[config.mk]
export PLATFORM = sky130hd
export DESIGN_NAME = multiplicative_byte_cipher_unit
export DESIGN_NICKNAME = d
export VERILOG_FILES = /design/src/hdl/mbc_pkg.sv /design/src/hdl/mbc_queue.sv /design/src/hdl/mbc_front.sv /design/src/hdl/mbc_back.sv /design/src/hdl/multiplicative_byte_cipher_unit.sv
export SDC_FILE = /design/constraint.sdc
export NUM_CORES = 1
export LEC_CHECK = 0
export BUFFER_PORTS_ARGS = -buffer_cell sky130_fd_sc_hd__buf_2
export CORE_MARGIN = 2
export CORE_UTILIZATION = 58
export DETAILED_ROUTE_END_ITERATION = 16
export GPL_TIMING_DRIVEN = 0
export HOLD_SLACK_MARGIN = 0.06
export PLACE_DENSITY_LB_ADDON = 0.2
export SYNTH_ARGS = -nofsm -noshare
export SYNTH_HDL_FRONTEND = slang
export SYNTH_HIERARCHICAL = 1
export SYNTH_SLANG_ARGS = --single-unit
[constraint.sdc]
create_clock -name clk -period 5.1 [get_ports clk]
set_input_delay 0.51 -clock clk [delete_from_list [all_inputs] [get_ports clk]]
set_output_delay 0.51 -clock clk [all_outputs]
set_load 0.05 [all_outputs]
[src/hdl/mbc_pkg.sv]
// ----------------------------------------------------------------------------
// mbc_pkg: shared types and constants for the multiplicative byte cipher
// Holds the configuration register map, reset values, field widths and the
// item that moves from the front end to the arithmetic back end.
// ----------------------------------------------------------------------------
`default_nettype none

package mbc_pkg;

  // key store depth default
  localparam int KeyDepthDefault = 32;

  // small decoupling queue between front and back
  localparam int QueueDepth = 2;

  // configuration register map
  localparam int CfgIdxW = 2;
  localparam int CfgDataW = 9;
  localparam logic [CfgIdxW-1:0] CFG_DIRECTION  = 2'd0;
  localparam logic [CfgIdxW-1:0] CFG_MODULUS    = 2'd1;
  localparam logic [CfgIdxW-1:0] CFG_KEY_LENGTH = 2'd2;

  // register widths and reset values
  localparam int ModW = 9;
  localparam int LenW = 6;
  localparam logic            DirReset = 1'b0;
  localparam logic [ModW-1:0] ModReset = 9'd257;
  localparam logic [LenW-1:0] LenReset = 6'd32;

  // effective modulus: a zero register means 512
  localparam int EffModW = 10;
  localparam logic [EffModW-1:0] ModZeroValue = 10'd512;

  // direction codes
  localparam logic DIR_ENCRYPT = 1'b0;
  localparam logic DIR_DECRYPT = 1'b1;

  // input op codes
  localparam logic OP_KEY_WRITE = 1'b0;
  localparam logic OP_DATA      = 1'b1;

  // stream widths
  localparam int KeyIdxW = 5;
  localparam int ByteW = 8;
  localparam int InDataW = 16;   // key_index, value, zero pad
  localparam int InUserW = 2;    // op, first
  localparam int OutDataW = 8;   // result_byte
  localparam int OutUserW = 1;   // not_invertible

  // one data byte with its key byte, front to back
  typedef struct packed {
    logic [ByteW-1:0] value;
    logic [ByteW-1:0] key;
  } mbc_item_t;

endpackage

`default_nettype wire

[src/hdl/mbc_queue.sv]
// ----------------------------------------------------------------------------
// mbc_queue: short FIFO between the front end and the back end
// Two entries of data byte plus key byte; push and pop may happen together.
// ----------------------------------------------------------------------------
`default_nettype none

module mbc_queue (
  input  wire logic              clk,
  input  wire logic              rst_n,
  input  wire logic              push_valid,
  output logic                   push_ready,
  input  wire mbc_pkg::mbc_item_t push_item,
  output logic                   pop_valid,
  input  wire logic              pop_ready,
  output mbc_pkg::mbc_item_t     pop_item
);

  localparam int Depth = mbc_pkg::QueueDepth;
  localparam int PtrW = (Depth > 1) ? $clog2(Depth) : 1;
  localparam int CntW = $clog2(Depth + 1);

  mbc_pkg::mbc_item_t entry_r [Depth];
  logic [PtrW-1:0] wr_ptr_r, wr_ptr_nxt;
  logic [PtrW-1:0] rd_ptr_r, rd_ptr_nxt;
  logic [CntW-1:0] count_r, count_nxt;
  logic do_push, do_pop;

  assign push_ready = (count_r != CntW'(Depth));
  assign pop_valid  = (count_r != '0);
  assign pop_item   = entry_r[rd_ptr_r];
  assign do_push    = push_valid && push_ready;
  assign do_pop     = pop_valid && pop_ready;

  // pointer and fill count update
  always_comb begin
    wr_ptr_nxt = wr_ptr_r;
    rd_ptr_nxt = rd_ptr_r;
    count_nxt  = count_r;
    if (do_push) begin
      wr_ptr_nxt = (wr_ptr_r == PtrW'(Depth - 1)) ? '0 : wr_ptr_r + 1'b1;
    end
    if (do_pop) begin
      rd_ptr_nxt = (rd_ptr_r == PtrW'(Depth - 1)) ? '0 : rd_ptr_r + 1'b1;
    end
    if (do_push && !do_pop) begin
      count_nxt = count_r + 1'b1;
    end else if (!do_push && do_pop) begin
      count_nxt = count_r - 1'b1;
    end
  end

  always_ff @(posedge clk) begin
    if (!rst_n) begin
      wr_ptr_r <= '0;
      rd_ptr_r <= '0;
      count_r  <= '0;
    end else begin
      wr_ptr_r <= wr_ptr_nxt;
      rd_ptr_r <= rd_ptr_nxt;
      count_r  <= count_nxt;
    end
  end

  // entry storage
  always_ff @(posedge clk) begin
    if (do_push) begin
      entry_r[wr_ptr_r] <= push_item;
    end
  end

endmodule

`default_nettype wire

[src/hdl/mbc_front.sv]
// ----------------------------------------------------------------------------
// mbc_front: input side of the cipher
// Takes key writes into the key store, tracks the key position and looks up
// the key byte for each data byte, then hands byte and key to the queue.
// ----------------------------------------------------------------------------
`default_nettype none

module mbc_front #(
  parameter int KEY_DEPTH = mbc_pkg::KeyDepthDefault
) (
  input  wire logic                          clk,
  input  wire logic                          rst_n,
  input  wire logic [mbc_pkg::LenW-1:0]      key_length,
  input  wire logic                          in_valid,
  output logic                               in_ready,
  input  wire logic                          in_op,
  input  wire logic                          in_first,
  input  wire logic [mbc_pkg::KeyIdxW-1:0]   in_key_index,
  input  wire logic [mbc_pkg::ByteW-1:0]     in_value,
  output logic                               q_valid,
  input  wire logic                          q_ready,
  output mbc_pkg::mbc_item_t                 q_item
);

  localparam int AW = (KEY_DEPTH > 1) ? $clog2(KEY_DEPTH) : 1;
  localparam int LW = $clog2(KEY_DEPTH + 1);
  localparam int CW = (LW > mbc_pkg::LenW) ? LW : mbc_pkg::LenW;
  localparam logic WR_ALL = (KEY_DEPTH >= (1 << mbc_pkg::KeyIdxW));

  logic [mbc_pkg::ByteW-1:0] key_mem [KEY_DEPTH];

  logic [AW-1:0] pos_r, pos_nxt;
  logic [AW-1:0] pos_base, pos_use;
  logic [LW-1:0] eff_len, pos_inc;
  logic [CW-1:0] len_wide;
  logic          stage_valid_r, stage_valid_nxt;
  logic [mbc_pkg::ByteW-1:0] stage_value_r;
  logic [mbc_pkg::ByteW-1:0] key_rd_r;
  logic          accept, acc_data, acc_key, key_in_range;

  assign in_ready = !stage_valid_r || q_ready;
  assign accept   = in_valid && in_ready;
  assign acc_data = accept && (in_op == mbc_pkg::OP_DATA);
  assign acc_key  = accept && (in_op == mbc_pkg::OP_KEY_WRITE);

  // a write beyond the store is dropped
  assign key_in_range = WR_ALL || (in_key_index < mbc_pkg::KeyIdxW'(KEY_DEPTH));

  // effective key length: zero acts as one, clipped to the store depth
  assign len_wide = CW'(key_length);
  always_comb begin
    if (key_length == '0) begin
      eff_len = LW'(1);
    end else if (len_wide > CW'(KEY_DEPTH)) begin
      eff_len = LW'(KEY_DEPTH);
    end else begin
      eff_len = LW'(key_length);
    end
  end

  // key position for this beat and the one after
  always_comb begin
    pos_base = in_first ? '0 : pos_r;
    pos_use  = (LW'(pos_base) < eff_len) ? pos_base : '0;
    pos_inc  = LW'(pos_use) + 1'b1;
    pos_nxt  = (pos_inc == eff_len) ? '0 : AW'(pos_inc);
  end

  // lookup stage: holds one byte until the queue takes it
  always_comb begin
    stage_valid_nxt = stage_valid_r;
    if (acc_data) begin
      stage_valid_nxt = 1'b1;
    end else if (q_ready) begin
      stage_valid_nxt = 1'b0;
    end
  end

  always_ff @(posedge clk) begin
    if (!rst_n) begin
      pos_r         <= '0;
      stage_valid_r <= 1'b0;
    end else begin
      stage_valid_r <= stage_valid_nxt;
      if (acc_data) begin
        pos_r <= pos_nxt;
      end
    end
  end

  // key store: one write port, one registered read port
  always_ff @(posedge clk) begin
    if (acc_key && key_in_range) begin
      key_mem[AW'(in_key_index)] <= in_value;
    end
    if (acc_data) begin
      key_rd_r      <= key_mem[pos_use];
      stage_value_r <= in_value;
    end
  end

  assign q_valid      = stage_valid_r;
  assign q_item.value = stage_value_r;
  assign q_item.key   = key_rd_r;

endmodule

`default_nettype wire

[src/hdl/mbc_back.sv]
// ----------------------------------------------------------------------------
// mbc_back: arithmetic engine of the cipher
// Finds the key inverse by extended Euclid (one quotient bit a cycle), forms
// the byte product and reduces it modulo m one bit a cycle, then drives the
// output register.
// ----------------------------------------------------------------------------
`default_nettype none

module mbc_back (
  input  wire logic                             clk,
  input  wire logic                             rst_n,
  input  wire logic                             direction,
  input  wire logic [mbc_pkg::EffModW-1:0]      eff_mod,
  input  wire logic                             item_valid,
  output logic                                  item_ready,
  input  wire mbc_pkg::mbc_item_t               item,
  output logic                                  out_valid,
  input  wire logic                             out_ready,
  output logic [mbc_pkg::ByteW-1:0]             out_byte,
  output logic                                  out_bad
);

  localparam int MW = mbc_pkg::EffModW;
  localparam int SW = 13;                       // Bezout coefficient, signed
  localparam int PW = 2 * mbc_pkg::ByteW;       // byte product
  localparam int CntW = $clog2(PW);

  typedef enum logic [6:0] {
    B_IDLE = 7'b0000001,
    B_EUC  = 7'b0000010,
    B_DIV  = 7'b0000100,
    B_UPD  = 7'b0001000,
    B_MUL  = 7'b0010000,
    B_MOD  = 7'b0100000,
    B_OUT  = 7'b1000000
  } back_state_t;

  back_state_t state_r, state_nxt;

  logic [mbc_pkg::ByteW-1:0] value_r, value_nxt;
  logic [mbc_pkg::ByteW-1:0] mult_r, mult_nxt;
  logic [MW-1:0]             a_r, a_nxt;
  logic [MW-1:0]             b_r, b_nxt;
  logic [MW-1:0]             q_r, q_nxt;
  logic [MW-1:0]             rem_r, rem_nxt;
  logic signed [SW-1:0]      s0_r, s0_nxt;
  logic signed [SW-1:0]      s1_r, s1_nxt;
  logic [PW-1:0]             prod_r, prod_nxt;
  logic [CntW-1:0]           cnt_r, cnt_nxt;
  logic [mbc_pkg::ByteW-1:0] res_r, res_nxt;
  logic                      bad_r, bad_nxt;

  logic                      out_valid_r, out_valid_nxt;
  logic [mbc_pkg::ByteW-1:0] out_byte_r;
  logic                      out_bad_r;
  logic                      out_load;

  logic [MW:0]               div_trial, mod_trial;
  logic                      div_ge, mod_ge;
  logic signed [SW-1:0]      s1_fix;
  logic signed [SW+MW:0]     qs_prod;

  assign item_ready = (state_r == B_IDLE);
  assign out_load   = (state_r == B_OUT) && (!out_valid_r || out_ready);

  // one long-division step of a by b, and one reduction step of the product
  assign div_trial = {rem_r, a_r[cnt_r]};
  assign div_ge    = (div_trial >= {1'b0, b_r});
  assign mod_trial = {rem_r, prod_r[cnt_r]};
  assign mod_ge    = (mod_trial >= {1'b0, eff_mod});

  // coefficient update and final sign fix
  assign qs_prod = s0_r * $signed({1'b0, q_r});
  always_comb begin
    s1_fix = s1_r;
    if (s1_fix < 0) begin
      s1_fix = s1_r + $signed(SW'(eff_mod));
    end
    if (s1_fix < 0) begin
      s1_fix = '0;
    end
  end

  always_comb begin
    state_nxt = state_r;
    value_nxt = value_r;
    mult_nxt  = mult_r;
    a_nxt     = a_r;
    b_nxt     = b_r;
    q_nxt     = q_r;
    rem_nxt   = rem_r;
    s0_nxt    = s0_r;
    s1_nxt    = s1_r;
    prod_nxt  = prod_r;
    cnt_nxt   = cnt_r;
    res_nxt   = res_r;
    bad_nxt   = bad_r;
    case (state_r)
      B_IDLE: begin
        if (item_valid) begin
          value_nxt = item.value;
          bad_nxt   = 1'b0;
          a_nxt     = MW'(item.key);
          b_nxt     = eff_mod;
          s0_nxt    = '0;
          s1_nxt    = SW'(1);
          if (direction == mbc_pkg::DIR_ENCRYPT) begin
            mult_nxt  = item.key;
            state_nxt = B_MUL;
          end else if (eff_mod == MW'(1)) begin
            mult_nxt  = 8'd1;
            state_nxt = B_MUL;
          end else begin
            state_nxt = B_EUC;
          end
        end
      end
      // loop test of extended Euclid
      B_EUC: begin
        if (a_r > MW'(1)) begin
          if (b_r == '0) begin
            res_nxt   = '0;
            bad_nxt   = 1'b1;
            state_nxt = B_OUT;
          end else begin
            rem_nxt   = '0;
            q_nxt     = '0;
            cnt_nxt   = CntW'(MW - 1);
            state_nxt = B_DIV;
          end
        end else begin
          mult_nxt  = s1_fix[mbc_pkg::ByteW-1:0];
          state_nxt = B_MUL;
        end
      end
      // quotient and remainder, most significant bit first
      B_DIV: begin
        rem_nxt = div_ge ? MW'(div_trial - {1'b0, b_r}) : MW'(div_trial);
        q_nxt   = {q_r[MW-2:0], div_ge};
        cnt_nxt = cnt_r - 1'b1;
        if (cnt_r == '0) begin
          state_nxt = B_UPD;
        end
      end
      B_UPD: begin
        a_nxt     = b_r;
        b_nxt     = rem_r;
        s1_nxt    = s0_r;
        s0_nxt    = s1_r - SW'(qs_prod);
        state_nxt = B_EUC;
      end
      B_MUL: begin
        prod_nxt  = value_r * mult_r;
        rem_nxt   = '0;
        cnt_nxt   = CntW'(PW - 1);
        state_nxt = B_MOD;
      end
      // product mod m, one bit a cycle
      B_MOD: begin
        rem_nxt = mod_ge ? MW'(mod_trial - {1'b0, eff_mod}) : MW'(mod_trial);
        cnt_nxt = cnt_r - 1'b1;
        if (cnt_r == '0) begin
          res_nxt   = rem_nxt[mbc_pkg::ByteW-1:0];
          state_nxt = B_OUT;
        end
      end
      B_OUT: begin
        if (out_load) begin
          state_nxt = B_IDLE;
        end
      end
      default: begin
        state_nxt = B_IDLE;
      end
    endcase
  end

  always_ff @(posedge clk) begin
    if (!rst_n) begin
      state_r <= B_IDLE;
    end else begin
      state_r <= state_nxt;
    end
  end

  always_ff @(posedge clk) begin
    value_r <= value_nxt;
    mult_r  <= mult_nxt;
    a_r     <= a_nxt;
    b_r     <= b_nxt;
    q_r     <= q_nxt;
    rem_r   <= rem_nxt;
    s0_r    <= s0_nxt;
    s1_r    <= s1_nxt;
    prod_r  <= prod_nxt;
    cnt_r   <= cnt_nxt;
    res_r   <= res_nxt;
    bad_r   <= bad_nxt;
  end

  // output register
  always_comb begin
    out_valid_nxt = out_valid_r;
    if (out_load) begin
      out_valid_nxt = 1'b1;
    end else if (out_ready) begin
      out_valid_nxt = 1'b0;
    end
  end

  always_ff @(posedge clk) begin
    if (!rst_n) begin
      out_valid_r <= 1'b0;
    end else begin
      out_valid_r <= out_valid_nxt;
    end
  end

  always_ff @(posedge clk) begin
    if (out_load) begin
      out_byte_r <= res_r;
      out_bad_r  <= bad_r;
    end
  end

  assign out_valid = out_valid_r;
  assign out_byte  = out_byte_r;
  assign out_bad   = out_bad_r;

endmodule

`default_nettype wire

[src/hdl/multiplicative_byte_cipher_unit.sv]
// ----------------------------------------------------------------------------
// multiplicative_byte_cipher_unit: byte-wise multiplicative cipher mod m
// Usage:
//   in_*  beats carry a key write (in_tuser[0] = 0) or a data byte (= 1).
//   Key writes fill the key store and give no out beat. Each data byte gives
//   one out beat: the low byte of the byte times the current key byte mod m
//   (encrypt) or of the byte times the key inverse's low byte mod m (decrypt);
//   in decrypt out_tuser flags a nonzero key byte with no inverse. in_tuser[1]
//   restarts the key position at zero. cfg_* writes direction, modulus and
//   key length while the unit is idle.
// Flow:
//   The back end handles one data byte at a time. Encrypt goes through the
//   product, 16 one-bit reduction steps and the output load. Decrypt first
//   runs Euclid division steps, each a one-bit divider over the ten dividend
//   bits plus a test and a coefficient update, then one final test and the
//   encrypt path. Items pass the front end's lookup register and a two-entry
//   queue, which lets key writes and lookups go on while the back end is busy.
// Reset: clears the key position, queue and engine; registers return to
//   encrypt, modulus 257, key length 32. The key store is not cleared.
// Stall: a held out beat stays put; the engine waits, then the queue fills
//   and in_tready drops.
// ----------------------------------------------------------------------------
`default_nettype none

module multiplicative_byte_cipher_unit #(
  parameter int KEY_DEPTH = mbc_pkg::KeyDepthDefault
) (
  input  wire logic                              clk,
  input  wire logic                              rst_n,
  input  wire logic                              in_tvalid,
  output logic                                   in_tready,
  input  wire logic [mbc_pkg::InDataW-1:0]       in_tdata,  // key_index, value, pad
  input  wire logic [mbc_pkg::InUserW-1:0]       in_tuser,  // op, first
  output logic                                   out_tvalid,
  input  wire logic                              out_tready,
  output logic [mbc_pkg::OutDataW-1:0]           out_tdata, // result_byte
  output logic [mbc_pkg::OutUserW-1:0]           out_tuser, // not_invertible
  input  wire logic                              cfg_wr_en,
  input  wire logic [mbc_pkg::CfgIdxW-1:0]       cfg_index,
  input  wire logic [mbc_pkg::CfgDataW-1:0]      cfg_wdata
);

  logic                        direction_r;
  logic [mbc_pkg::ModW-1:0]    modulus_r;
  logic [mbc_pkg::LenW-1:0]    key_length_r;
  logic [mbc_pkg::EffModW-1:0] eff_mod;

  logic               q_in_valid, q_in_ready, q_out_valid, q_out_ready;
  mbc_pkg::mbc_item_t q_in_item, q_out_item;

  // configuration registers
  always_ff @(posedge clk) begin
    if (!rst_n) begin
      direction_r  <= mbc_pkg::DirReset;
      modulus_r    <= mbc_pkg::ModReset;
      key_length_r <= mbc_pkg::LenReset;
    end else if (cfg_wr_en) begin
      case (cfg_index)
        mbc_pkg::CFG_DIRECTION:  direction_r  <= cfg_wdata[0];
        mbc_pkg::CFG_MODULUS:    modulus_r    <= cfg_wdata[mbc_pkg::ModW-1:0];
        mbc_pkg::CFG_KEY_LENGTH: key_length_r <= cfg_wdata[mbc_pkg::LenW-1:0];
        default: ;
      endcase
    end
  end

  // a zero modulus acts as 512
  assign eff_mod = (modulus_r == '0) ? mbc_pkg::ModZeroValue
                                     : mbc_pkg::EffModW'(modulus_r);

  mbc_front #(
    .KEY_DEPTH (KEY_DEPTH)
  ) u_front (
    .clk          (clk),
    .rst_n        (rst_n),
    .key_length   (key_length_r),
    .in_valid     (in_tvalid),
    .in_ready     (in_tready),
    .in_op        (in_tuser[0]),
    .in_first     (in_tuser[1]),
    .in_key_index (in_tdata[4:0]),
    .in_value     (in_tdata[12:5]),
    .q_valid      (q_in_valid),
    .q_ready      (q_in_ready),
    .q_item       (q_in_item)
  );

  mbc_queue u_queue (
    .clk        (clk),
    .rst_n      (rst_n),
    .push_valid (q_in_valid),
    .push_ready (q_in_ready),
    .push_item  (q_in_item),
    .pop_valid  (q_out_valid),
    .pop_ready  (q_out_ready),
    .pop_item   (q_out_item)
  );

  mbc_back u_back (
    .clk        (clk),
    .rst_n      (rst_n),
    .direction  (direction_r),
    .eff_mod    (eff_mod),
    .item_valid (q_out_valid),
    .item_ready (q_out_ready),
    .item       (q_out_item),
    .out_valid  (out_tvalid),
    .out_ready  (out_tready),
    .out_byte   (out_tdata),
    .out_bad    (out_tuser[0])
  );

endmodule

`default_nettype wire
* Word-level counts from Yosys, hierarchy flattened
Memory sizes are Yosys's and may differ from the RTL's. A register that Yosys moved wholly into a read port is not among the register bits. Index checks and enable logic that the tools add are counted.
Operators by class: $add $sub $neg 10, multipliers 2, order comparisons 8, equal/unequal tests 21, multiplexer cells 65, bitwise logic cells 1, reductions and logical operators 42
Operators by type and width (count):
- 10-bit 2-to-1 mux | 7
- 8-bit 2-to-1 mux | 8
- 10-bit case mux with 2 select lines | 3
- 13-bit case mux with 2 select lines | 2
- 7-bit 2-to-1 mux | 7
- 7-bit case mux with 7 select lines | 1
- 10-bit case mux with 4 select lines | 1
- 13-bit 2-to-1 mux | 3
- 8-bit case mux with 2 select lines | 2
- 13-bit by 1-bit < comparator with 1-bit output (second input constant) | 2
- 11-bit by 10-bit greater-or-equal comparator with 1-bit output | 2
- 5-bit 2-to-1 mux | 4
- 10-bit subtractor | 2
- 1-bit 2-to-1 mux | 17
- 8-bit by 8-bit multiplier with 16-bit output | 1
- 4-bit AND reduction | 4
- 2-bit nonzero test | 8
- 13-bit by 11-bit adder with 13-bit output | 1
- 13-bit by 11-bit multiplier with 13-bit output | 1
- 13-bit subtractor | 1
- 6-bit 2-to-1 mux | 2
- 2-bit by 1-bit != test with 1-bit output (second input constant) | 6
- 4-bit case mux with 3 select lines | 1
- 10-bit by 1-bit equality test with 1-bit output (second input constant) | 1
- 39 further kinds | 62
Storage, ports and cells: flip-flop bits (word level) 162, bits in writable memories 288, input port bits 34, output and inout bits 11, word-level logic and storage cells 176, memories 2
Memory list:
- u_front.key_mem | words 32, width 8, rd ports 1, clocked after memory_dff 1, write ports 1, RTL line mbc_front.sv:30 | logic [mbc_pkg::ByteW-1:0] key_mem [KEY_DEPTH];
- u_queue.entry_r | words 2, width 16, rd ports 1, clocked after memory_dff 1, write ports 1, RTL line mbc_queue.sv:22 | mbc_pkg::mbc_item_t entry_r [Depth];

* Logic depth before layout (Yosys ltp)
Gate-level depths: netlist (run 1).
word-level depth 8, depth in mapped cells 19, gate-level depth less buffers 18

* Cells and area by module
Netlist (run 1), hierarchy kept.
Modules (own cells, without submodules):
- mbc_back | times used 1, cells each 1147, area each 11639.9 µm², seq. area each 3763.6 µm²
- mbc_front | times used 1, cells each 767, area each 11388.4 µm², seq. area each 8287.9 µm²
- mbc_queue | times used 1, cells each 74, area each 1396.3 µm², seq. area each 1061.0 µm²
- multiplicative_byte_cipher_unit | times used 1, cells each 79, area each 710.7 µm², seq. area each 320.3 µm²

* Worst setup path before layout (run 1)
Ideal clock, no wire load.
kind flip-flop to flip-flop, start register u_back.q_r[2], end register u_back.s0_r[12], data pin, setup time 0.265 ns, arrival 4.519 ns, data required time 4.835 ns, slack 0.316 ns, cell stages (with the launch flop) 19, buffers on the path 1, clock period less this slack 4.784 ns, cell sequence edfxtp_1 clkbuf_1 nand2_1 fa_1 inv_1 fa_1 inv_1 fa_1 fa_1 inv_1 fa_1 inv_1 ha_1 o21ai_0 nand2b_1 a31o_2 a41oi_1 xnor2_1 nor2_1
Between the ends: word-level cells in the longest chain between the ends 3
RTL lines:
- from (decl) | RTL line mbc_back.sv:44 | logic [MW-1:0] q_r, q_nxt;
- from (signal assigned) | RTL line mbc_back.sv:191 | q_r <= q_nxt;
- 13-bit by 11-bit multiplier with 13-bit output | RTL line mbc_back.sv:73 | assign qs_prod = s0_r * $signed({1'b0, q_r});
- 13-bit subtractor | RTL line mbc_back.sv:149 | s0_nxt = s1_r - SW'(qs_prod);
- 13-bit case mux with 2 select lines | RTL line mbc_back.sv:98 | case (state_r)
- to (signal assigned) | RTL line mbc_back.sv:193 | s0_r <= s0_nxt;
- to (decl) | RTL line mbc_back.sv:46 | logic signed [SW-1:0] s0_r, s0_nxt;
Every way passes these cells. A chain may end at the register's enable or synchronous reset.

* Final worst setup path (run 1)
start register u_back.s0_r[7], end register u_back.s0_r[12], data pin
Between the ends: word-level cells in the longest chain between the ends 3
RTL lines (RTL line):
- 13-bit by 11-bit multiplier with 13-bit output | mbc_back.sv:73
- 13-bit subtractor | mbc_back.sv:149
- 13-bit case mux with 2 select lines | mbc_back.sv:98
Every way passes these cells.

==> results of run 1 <==
[synth_stat cells, types with 8 or more instances]
master / instances / area share (%)
a211o_1: 16 / 0.56
a21boi_1: 8 / 0.24
a21o_1: 12 / 0.36
a21oi_1: 47 / 0.94
a311oi_1: 9 / 0.31
a31oi_1: 15 / 0.37
and2_1: 131 / 3.3
and3_1: 13 / 0.32
buf_2: 20 / 0.40
clkbuf_1: 48 / 0.72
dfxtp_1: 35 / 2.8
edfxtp_1: 424 / 51
fa_1: 97 / 7.7
ha_1: 115 / 5.7
inv_1: 189 / 2.8
mux2_2: 25 / 1.1
mux2i_1: 59 / 2.3
nand2_1: 178 / 2.7
nand2b_1: 20 / 0.50
nand3_1: 42 / 0.84
nand4_1: 13 / 0.32
nor2_1: 114 / 1.7
nor2b_1: 16 / 0.40
nor3_1: 28 / 0.56
o211ai_1: 29 / 0.87
o21a_1: 18 / 0.54
o21ai_0: 64 / 1.3
o221ai_1: 8 / 0.28
o22a_1: 8 / 0.28
o22ai_1: 37 / 0.92
o31a_1: 9 / 0.31
o32ai_1: 9 / 0.31
xnor2_1: 49 / 1.7
xor2_1: 16 / 0.56
[placed cells by master (no fill, tap or decap), types with 18 or more instances in the layout]
cell type / synthesis / layout
ha_1: 115 / 110
o21ai_0: 64 / 61
o22ai_1: 37 / 37
a21oi_1: 47 / 46
o211ai_1: 29 / 29
nand2b_1: 20 / 20
mux2_2: 25 / 25
mux2i_1: 59 / 59
clkbuf_1: 48 / 48
xnor2_1: 49 / 49
buf_4: 6 / 30
clkbuf_16: 0 / 49
inv_1: 189 / 186
nand2_1: 178 / 173
buf_2: 20 / 62
nor3_1: 28 / 28
nand3_1: 42 / 42
dfxtp_1: 35 / 35
nor2_1: 114 / 114
and2_1: 131 / 130
fa_1: 97 / 95
edfxtp_1: 424 / 424
o21a_1: 18 / 18
[critical path, stage by stage (launching register included)]
cell and delay (ns):
edfxtp_1 0.51, nand2_1 0.14, fa_1 0.52, inv_1 0.05
fa_1 0.51, inv_2 0.05, fa_1 0.50, fa_1 0.56
inv_2 0.05, fa_1 0.54, inv_1 0.07, ha_4 0.17
or3_4 0.39, a31o_4 0.25, a41oi_2 0.22, xnor2_1 0.15
nor2_1 0.05
[layout make-up]
class,instances,area (µm²)
fill,3196,14990
sequential,459,13430
multi-input combinational,1332,10680
clock buffer,60,1267
tap,585,732.0
inverter,192,723.2
timing repair buffer,68,427.9
buffer,75,360.3
clock inverter,26,276.5
[per-layer routing]
metal | share of wire (%) | up-vias | wire length (µm) | global-route usage (%)
li1 | - | 7668 | - | -
met1 | 40 | 8061 | 23380 | 34.50
met2 | 50 | 588 | 28920 | 44.69
met3 | 5.9 | 141 | 3409 | 3.102
met4 | 3.7 | 2 | 2128 | 10.49
met5 | 0.017 | - | 10 | 0
[cell families (layout without fill, tap and decap cells)]
kind of cell,after synthesis,count (layout)
buf+inv,276,421
xor+xnor,65,65
flops,459,459
compound gates,353,353
fa+ha+maj,212,212
mux,91,91
simple gates,611,611
[through the flow]
stage / setup TNS (ns) / worst slack [ns] / util, % / instance area [µm²]
CTS: 0 / 0.01499 / 64.69 / 27740
finish: 0 / 0.1019 / 65.05 / 27900
detailed placement: -1.911 / -0.3194 / 60.85 / 26100
global placement: -1.738 / -0.3072 / 60.79 / 26070
floorplan: 0 / 0.3160 / - / 25140
global route: -0.02610 / -0.01821 / 65.05 / 27900
[worst max-delay path by stage]
stage | startpoint | to | slack, ns
2_1_floorplan | u_back/q_r[2] | u_back/s0_r[12] | 0.32
3_3_place_gp | in_tuser[1] | u_front/pos_r[0] | -0.31
3_5_place_dp | in_tuser[1] | u_front/pos_r[0] | -0.32
4_1_cts | u_back/s0_r[0] | u_back/s0_r[12] | 0.01
5_1_grt | u_back/s0_r[7] | u_back/s0_r[12] | -0.02
6_report | u_back/s0_r[7] | u_back/s0_r[12] | 0.10
[state kept, by name, indices dropped and copies added, names as in the netlist, 7 cells and up, named ones only]
name and cells:
u_back/s1_r 13, u_front/stage_value_r 8, u_back/prod_r 16, u_back/b_r 10, modulus_r 9, u_back/state_r 7
u_front/key_rd_r 8, u_back/value_r 8, u_queue/entry_r 32, u_front/key_mem 256, u_back/q_r 10, u_back/mult_r 8
u_back/s0_r 13, u_back/a_r 10, u_back/out_byte 8, u_back/res_r 8, u_back/rem_r 10
[timing repair]
action,in CTS,in global routing
buffers inserted,16,10
cloned,0,0
gates resized for setup,3,31
endpoints found under the setup margin,3,9
pin swaps,0,24
hold buffers,0,0
==> qor.csv, run 1 <==
metric;value;unit
Slew @ Worst Pin;0.9904;ns
Synth Warn #;6;
DP HPWL;42260;µm
Endpoint, Worst Hold;modulus_r[5];
simple-gate area share of the yosys netlist;12.39;%
main combinational cell family by area after synthesis;adder cells;
Reg clk slew, reported paths;0.06;ns
Pins Over Slew Limit;0;
Num CTS Buffers;48;
XOR/XNOR share of the synthesized area;2.265;%
Worst R2R End;u_back/s0_r[12];
vias after detailed routing;16460;
syn_area_per_cell;12.16;µm²
Peak Freq;200.1;MHz
first-pass GRT wire length;89920;µm
Synth Instances;2067;
layout cells sized above 1;11.35;%
total of max-cap violations;0;
EDFF count, synth;424;
CP Class;reg -> reg;
worst endpoint required time;5.42;ns
clock root buffer;clkbuf_16;
Avg WL per Cell;20.68;µm
input/output buffers;41;
r2r setup slk;0.10;ns
Yosys reg bits;459;
placed insts;2694;
worst-path maximum fanout;6;
DR iter-0 viols;1483;
Die X;212.2;µm
Initial Util;58.61;%
syn nets;2313;
Syn-to-layout area delta;11.00;%
number of library cell types mapped by synthesis;94;
Antenna Nets Post-Route;0;
final worst path period need;4.998;ns
post-synthesis compound-gate area fraction;9.931;%
Clock Skew;0.02291;ns
Pre-Repair DR Iteration Count;6;
CTS max path bufs;3;
CTS tree;built;
n_diodes;0;
CP startpoint kind;register;
Via density;5.885;
FP Rows;76;
initial antenna violation count;1;
# IOs;45;
CTS H-tree lvls;2;
Min-Delay Path Depth;3;
Max-slew headroom;33.28;%
routability cong.;0.9196;
vias in the first global route;16260;
sequential area share after synthesis;53.44;%
worst skew pair latency;0.60;ns
core area;42890;µm²
Hold Slack;0.2166;ns
Die H;212.2;µm
status;completed;
largest net degree at the start of global routing;34;
routed wire length;57840;µm
fin cells;2797;
Final Hold Vio Count;0;
Reg2Reg Launch Point;u_back/s0_r[7];
drc violations;0;
Setup-failing EPs final;0;
R2R depth;16;
CTS sink cnt;459;
type of the most critical hold path;in -> reg;
Post-synth ARST share;0;%
ratio of final minimum period to clock period;98.00;%
mux share of post-synthesis cell area;4.097;%
remaining global-route overflow;0;
Setup crit end kind;register;
synthesized area;25140;µm²
Adder-Cell Fraction of Synth Area;13.45;%
Synth Flop Type;edfxtp_1;
worst hold path startpoint;cfg_wdata[5];
Worst Path Arrival;5.31;ns
die footprint;45020;µm²
GRT Total Usage;26.23;%
fin nets;2422;
Power of run 1 is left out: the tool's default activity adds up to more than one toggle a clock period on the data nets, which glitch-free logic cannot reach.
==> run 2: changes to the inputs <==
--- a/config.mk
+++ b/config.mk
@@ -7,7 +7,7 @@
 export LEC_CHECK = 0
 export BUFFER_PORTS_ARGS = -buffer_cell sky130_fd_sc_hd__buf_2
 export CORE_MARGIN = 2
-export CORE_UTILIZATION = 58
+export CORE_UTILIZATION = 60
 export DETAILED_ROUTE_END_ITERATION = 16
 export GPL_TIMING_DRIVEN = 0
 export HOLD_SLACK_MARGIN = 0.06
==> constraint.sdc (replaced) <==
create_clock -name clk -period 5.55 [get_ports clk]
set_input_delay 0.555 -clock clk [delete_from_list [all_inputs] [get_ports clk]]
set_output_delay 0.555 -clock clk [all_outputs]
set_load 0.05 [all_outputs]
==> qor.csv, run 2 (synthesized netlist as in run 1, its figures left out) <==
metric;value;unit;change
status;completed;;
most common cell after layout, fill and taps aside;edfxtp_1;;
CTS H-tree lvls;2;;unchanged
worst skew pair latency;0.61;ns;about the same
Crit-path slowest cell;fa_1;;
first-pass GRT wire length;92960;µm;+3.4%
CTS max path bufs;3;;unchanged
drc violations;0;;unchanged
setup ws final;0.2008;ns;+0.09896 ns
Peak VDD IR;785.5;µV;
Pre-Repair DR Iteration Count;5;;-1
RSZ-0062 raised after global routing;no;;
placed cell areas;26030;µm²;-0.25%
most frequent cells in the layout;edfxtp_1, inv_1, nand2_1;;
max reg flops;256;;unchanged
fin area;27790;µm²;-0.41%
input/output buffers;41;;unchanged
CP startpoint kind;register;;
Pins Over Slew Limit;0;;unchanged
leading registers by flop count;u_front/key_mem x256, u_queue/entry_r x32, u_back/prod_r x16;;
Setup-failing EPs final;0;;unchanged
Max-slew headroom;24.54;%;-8.7 points
Setup crit end kind;register;;
GRT Total Usage;27.85;%;+1.6 points
placed insts;2641;;-2.0%
largest net degree at the start of global routing;34;;unchanged
CP cell instances;nand2_1 -> fa_1 -> inv_1 -> fa_1 -> inv_1 -> fa_1 -> fa_1 -> inv_1 -> fa_1 -> inv_1 -> ha_1 -> o21ai_0 -> nand2b_1 -> a31o_2 -> a41oi_1 -> xnor2_1 -> nor2_1;;
DR iter-0 viols;1596;;+7.6%
power consumption;19.01;mW;
type of the most critical hold path;in -> reg;;
largest stage delay on the critical path;0.57;ns;about the same
quantity of hold-fixing buffers added after cts;0;;unchanged
WP buf/inv;4;;unchanged
layout cells sized above 1;10.08;%;-1.3 points
vias in the first global route;16830;;+3.4%
Slew @ Worst Pin;1.120;ns;+0.1297 ns
Peak Freq;186.9;MHz;-6.6%
Fin Setup TNS;0;ns;unchanged
final worst path period need;5.349;ns;+0.3510 ns
Setup crit start;u_back/q_r[2];;
routability cong.;0.9348;;+1.7%
CP Class;reg -> reg;;
DP HPWL;43330;µm;+2.5%
Reg2Reg Launch Point;u_back/q_r[2];;
fin util;67.59;%;+2.5 points
Reg clk slew, reported paths;0.07;ns;about the same
# IOs;45;;unchanged
Syn-to-layout area delta;10.54;%;
Pwr Density;684.3;nW/µm²;
initial antenna violation count;3;;+2
die footprint;43550;µm²;-3.3%
Reg with most FFs;u_front/key_mem;;
fin nets;2409;;-0.54%
routed wire length;59720;µm;+3.2%
Num CTS Buffers;49;;+2.1%
Final Hold Vio Count;0;;unchanged
total of max-cap violations;0;;unchanged
Avg WL per Cell;21.83;µm;+5.5%
Clock Skew;0.02469;ns;+0.001775 ns
worst endpoint required time;5.86;ns;+0.44 ns
fin cells;2736;;-2.2%
static leakage;10.55;nW;
worst hold path startpoint;cfg_wdata[5];;
Hold Slack;0.2280;ns;+0.01142 ns
CTS tree;built;;
FP Rows;74;;-2.6%
Worst Path Arrival;5.66;ns;+0.35 ns
Die X;208.7;µm;-1.6%
Initial Util;61.14;%;+2.5 points
vias after detailed routing;16630;;+1.0%
Via density;6.078;;+3.3%
core area;41110;µm²;-4.1%
worst-path maximum fanout;10;;+4
Antenna Nets Post-Route;0;;unchanged
remaining global-route overflow;0;;unchanged
Most Frequent Cell on Critical Path;fa_1;;
DP Worst Slack;-0.01296;ns;+0.3064 ns
Die H;208.7;µm;-1.6%
Top Family by Delay on Critical Path;adder cells;;
clock root buffer;clkbuf_16;;
ratio of final minimum period to clock period;96.38;%;-1.6 points
CTS sink cnt;459;;unchanged
-- run 2: cell count changes in the layout (fill, tap and decap cells not counted), moves of 3 or more --
cell and delta:
buf_4 -15, ha_1 +5, nand2_2 -4, bufinv_16 +3, ha_2 -3, clkinvlp_4 +4, inv_1 +3, clkbuf_8 +4
nand2_1 +4
-- run 2: path summary, 6_finish.rpt --
| kind | depth (start not counted) | slack (ns) | endpoint |
|---|---|---|---|
| setup / recovery | 17 | 0.20 | u_back/s0_r[12] |
| hold / removal | 3 | 0.23 | modulus_r[5] |
| setup reg to reg | 17 | 0.20 | u_back/s0_r[12] |
| hold reg to reg | 0 | 0.42 | u_back/out_byte[2] |
-- run 2: layout make-up --
type	count	area (µm²)
Multi-Input combinational cell	1332	10590
Inverter	192	720.7
Clock inverter	30	377.9
Timing Repair Buffer	51	292.8
Buffer	78	369.1
Antenna cell	2	5.005
Sequential cell	459	13430
Tap cell	532	665.6
Fill cell	3069	13320
Clock buffer	60	1329
-- run 2: what timing repair did --
| item | 4_1_cts | 5_1_grt |
|---|---|---|
| setup buffers | 0 | 9 |
| resized for setup | 0 | 1 |
| setup endpoints to repair | 0 | 1 |
-- run 2: power by group --
part | switching, mW | internal, mW | leakage, nW
Combinational | 6.17 | 4.99 | 5.63
Clock | 1.36 | 2.04 | 0.815
Sequential | 0.210 | 4.24 | 4.10
-- run 2: tightest hold or removal path, stage by stage --
cell	delay, ns
buf_2	0.11
nand2_1	0.05
mux2i_1	0.05
-- run 2: per-layer routing --
metal / wire (µm) / up-vias / track usage, %
met5: 14 / - / 0
met4: 2281 / 2 / 11.70
met3: 4086 / 134 / 4.433
met2: 29180 / 658 / 47.16
met1: 24160 / 8207 / 36.02
li1: - / 7628 / -
Note: power is estimated with default switching activity, not from simulation.
==> run 3: changes to the inputs <==
--- a/config.mk
+++ b/config.mk
@@ -14,5 +14,4 @@
 export PLACE_DENSITY_LB_ADDON = 0.2
 export SYNTH_ARGS = -nofsm -noshare
 export SYNTH_HDL_FRONTEND = slang
-export SYNTH_HIERARCHICAL = 1
 export SYNTH_SLANG_ARGS = --single-unit
==> qor.csv, run 3 <==
metric;value;unit;change
Antenna Nets Post-Route;0;;unchanged
DR iter-0 viols;1572;;-1.5%
Post-synth ARST share;0;%;unchanged
CP cell instances;nand2_1 -> fa_1 -> inv_1 -> fa_1 -> inv_1 -> fa_1 -> fa_1 -> inv_1 -> fa_1 -> inv_1 -> ha_1 -> nand3_1 -> o31ai_2 -> o41ai_2 -> o21ai_2 -> xnor2_1 -> nor2_1;;
Synth area leader;edfxtp_1;;
worst endpoint required time;5.86;ns;about the same
Slew @ Worst Pin;1.146;ns;+0.02598 ns
CTS tree;built;;
status;completed;;
Reg with most FFs;u_front.key_mem;;
most frequent cells in the layout;edfxtp_1, nand2_1, inv_1;;
most common cell after layout, fill and taps aside;edfxtp_1;;
Synth top area share;51.08;%;+0.43 points
ratio of final minimum period to clock period;94.76;%;-1.6 points
remaining global-route overflow;0;;unchanged
syn_area_per_cell;11.93;µm²;-1.9%
Peak Freq;190.1;MHz;+1.7%
Yosys reg bits;459;;unchanged
Die H;207.8;µm;-0.41%
# IOs;45;;unchanged
input/output buffers;40;;-2.4%
Fillers;3100;;+1.0%
syn nets;2336;;+0.99%
Endpoint, Worst Hold;modulus_r[6];;
GRT Total Usage;27.90;%;+0.052 points
worst-path maximum fanout;9;;-1
Setup crit end kind;register;;
drc violations;0;;unchanged
DP HPWL;42750;µm;-1.3%
CTS H-tree lvls;2;;unchanged
Synth top cells by count;edfxtp_1, nand2_1, inv_1, nor2_1, and2_1;;
Min-Delay Path Depth;3;;unchanged
sequential cell area;13430;µm²;unchanged
leading registers by flop count;u_front.key_mem x256, u_queue.entry_r x32, u_back.prod_r x16;;
Fin Setup TNS;0;ns;unchanged
first-pass GRT wire length;92720;µm;-0.27%
Via density;6.013;;-1.1%
CTS sink cnt;459;;unchanged
synthesized area;24930;µm²;-0.84%
total of max-cap violations;0;;unchanged
Die X;207.8;µm;-0.41%
Worst R2R End;u_back.s0_r[12];;
clock root buffer;clkbuf_16;;
Pre-Repair DR Iteration Count;6;;+1
Most Frequent Cell on Critical Path;fa_1;;
core area;40920;µm²;-0.45%
vias after detailed routing;16530;;-0.60%
Pins Over Slew Limit;0;;unchanged
Worst Path Arrival;5.57;ns;-0.09 ns
Initial Util;60.91;%;-0.24 points
largest stage delay on the critical path;0.59;ns;+0.02 ns
sequential area share after synthesis;53.89;%;+0.45 points
met1 wire length;25380;µm;+5.0%
Clock Skew;0.02765;ns;+0.002964 ns
Crit-path slowest cell;edfxtp_1;;
routability cong.;0.8949;;-4.3%
die footprint;43190;µm²;-0.82%
max reg flops;256;;unchanged
RSZ-0062 raised after global routing;no;;
routed wire length;59720;µm;about the same
met3 WL;4596;µm;+12%
Avg WL per Cell;21.72;µm;-0.48%
r2r setup slk;0.29;ns;+0.09 ns
Reg2Reg Launch Point;u_back.s0_r[5];;
worst hold path startpoint;cfg_wdata[6];;
quantity of hold-fixing buffers added after cts;0;;unchanged
CTS max path bufs;3;;unchanged
CP Class;reg -> reg;;
EDFF count, synth;424;;unchanged
Syn-to-layout area delta;10.04;%;
number of library cell types mapped by synthesis;80;;-15%
DR top layer;met5;;
Top Family by Delay on Critical Path;adder cells;;
worst skew pair latency;0.61;ns;about the same
Synth Instances;2090;;+1.1%
Synth Flop Type;edfxtp_1;;
layout cells sized above 1;8.439;%;-1.6 points
CP startpoint kind;register;;
R2R depth;17;;unchanged
Synth Warn #;0;;-6
WP buf/inv;4;;unchanged
initial antenna violation count;2;;-1
final worst path period need;5.259;ns;-0.08996 ns
top-count cell post-synth;edfxtp_1;;
footprint of the multi-input gates;10460;µm²;-1.3%
Max-slew headroom;23.43;%;-1.1 points
Setup-failing EPs final;0;;unchanged
Num CTS Buffers;47;;-4.1%
fin nets;2426;;+0.71%
largest net degree at the start of global routing;34;;unchanged
Final Hold Vio Count;0;;unchanged
synth top area cells;edfxtp_1, fa_1, ha_1, nand2_1, and2_1;;
vias in the first global route;16610;;-1.3%
type of the most critical hold path;in -> reg;;
Reg clk slew, reported paths;0.06;ns;about the same
met2 WL;28270;µm;-3.1%
FP Rows;74;;unchanged
-- run 3: cell types whose count changed after synthesis, sizes merged, moves of 14 or more --
cell	before	now
nand2	178	276
a32oi	2	16
a211o	17	3
a21boi	16	1
nor2	114	139
o22ai	37	23
o21ai	69	40
nand3	43	73
-- run 3: per-stage QoR --
| step | setup WS (ns) | area [µm²] | instances | util (%) | hold WS, ns |
|---|---|---|---|---|---|
| final | 0.2908 | 27430 | 2749 | 67.02 | 0.2038 |
| after global placement | 0.01883 | 25790 | 2662 | 63.02 | 0.4014 |
| after global routing | 0.04157 | 27430 | 2748 | 67.01 | 0.2083 |
| after detailed placement | -0.02314 | 25810 | 2663 | 63.08 | 0.4045 |
| after floorplan | 0.6958 | 24930 | 2090 | - | 0.4003 |
| after CTS | 0.05117 | 27390 | 2748 | 66.93 | 0.1915 |
-- run 3: what timing repair did --
| action | in CTS | in global routing |
|---|---|---|
| pin swaps | 0 | 3 |
| gates cloned | 0 | 0 |
| resized for setup | 1 | 11 |
| setup buffers | 0 | 2 |
| endpoints found under the setup margin | 1 | 3 |
-- run 3: worst register-to-register path, delay by kind of cell, from the launching register on --
family | cells | cell delay [ns]
AND/OR/NAND/NOR | 3 | 0.32
buffers and inverters | 4 | 0.22
flip-flops | 1 | 0.59
adder cells (fa/ha/maj) | 6 | 2.96
XOR/XNOR | 1 | 0.20
AO/OA/AOI/OAI | 3 | 0.68
-- run 3: area by class of cell --
| class | instances | share of cell area [%] |
|---|---|---|
| Antenna cell | 1 | 0.009124 |
| Clock buffer | 55 | 4.398 |
| Clock inverter | 30 | 1.350 |
| Sequential cell | 459 | 48.98 |
| Buffer | 78 | 1.355 |
| Tap cell | 532 | 2.427 |
| Inverter | 182 | 2.491 |
| Timing Repair Buffer | 43 | 0.8576 |
| Multi-Input combinational cell | 1369 | 38.14 |
-- run 3: cells by family after synthesis --
| family | count (synthesis) | share of synthesized area [%] |
|---|---|---|
| simple gates | 730 | 14.05 |
| flops | 459 | 53.89 |
| compound gates | 266 | 7.590 |
| buf+inv | 262 | 4.242 |
| fa+ha+maj | 212 | 13.56 |
| mux | 86 | 3.920 |
| xor+xnor | 75 | 2.746 |
-- run 3: per-layer routing --
layer  GRT usage (%)  up-vias
li1                -     7574
met1           39.47     8177
met2           44.71      660
met3           4.947      116
met4           8.095        2
met5               0        -
-- run 3: worst max path at each step --
| stage | from | to | slack [ns] | cells after the start |
|---|---|---|---|---|
| global placement | u_back.q_r[2] | u_back.s0_r[12] | 0.02 | 18 |
| detailed placement | u_back.q_r[1] | u_back.s0_r[12] | -0.02 | 18 |
| floorplan | u_back.q_r[2] | u_back.s0_r[12] | 0.70 | 18 |
| finish | u_back.s0_r[5] | u_back.s0_r[12] | 0.29 | 17 |
| CTS | u_back.q_r[1] | u_back.s0_r[12] | 0.05 | 18 |
| global route | u_back.q_r[2] | u_back.s0_r[12] | 0.04 | 17 |
Power of run 3 is left out for the same reason.
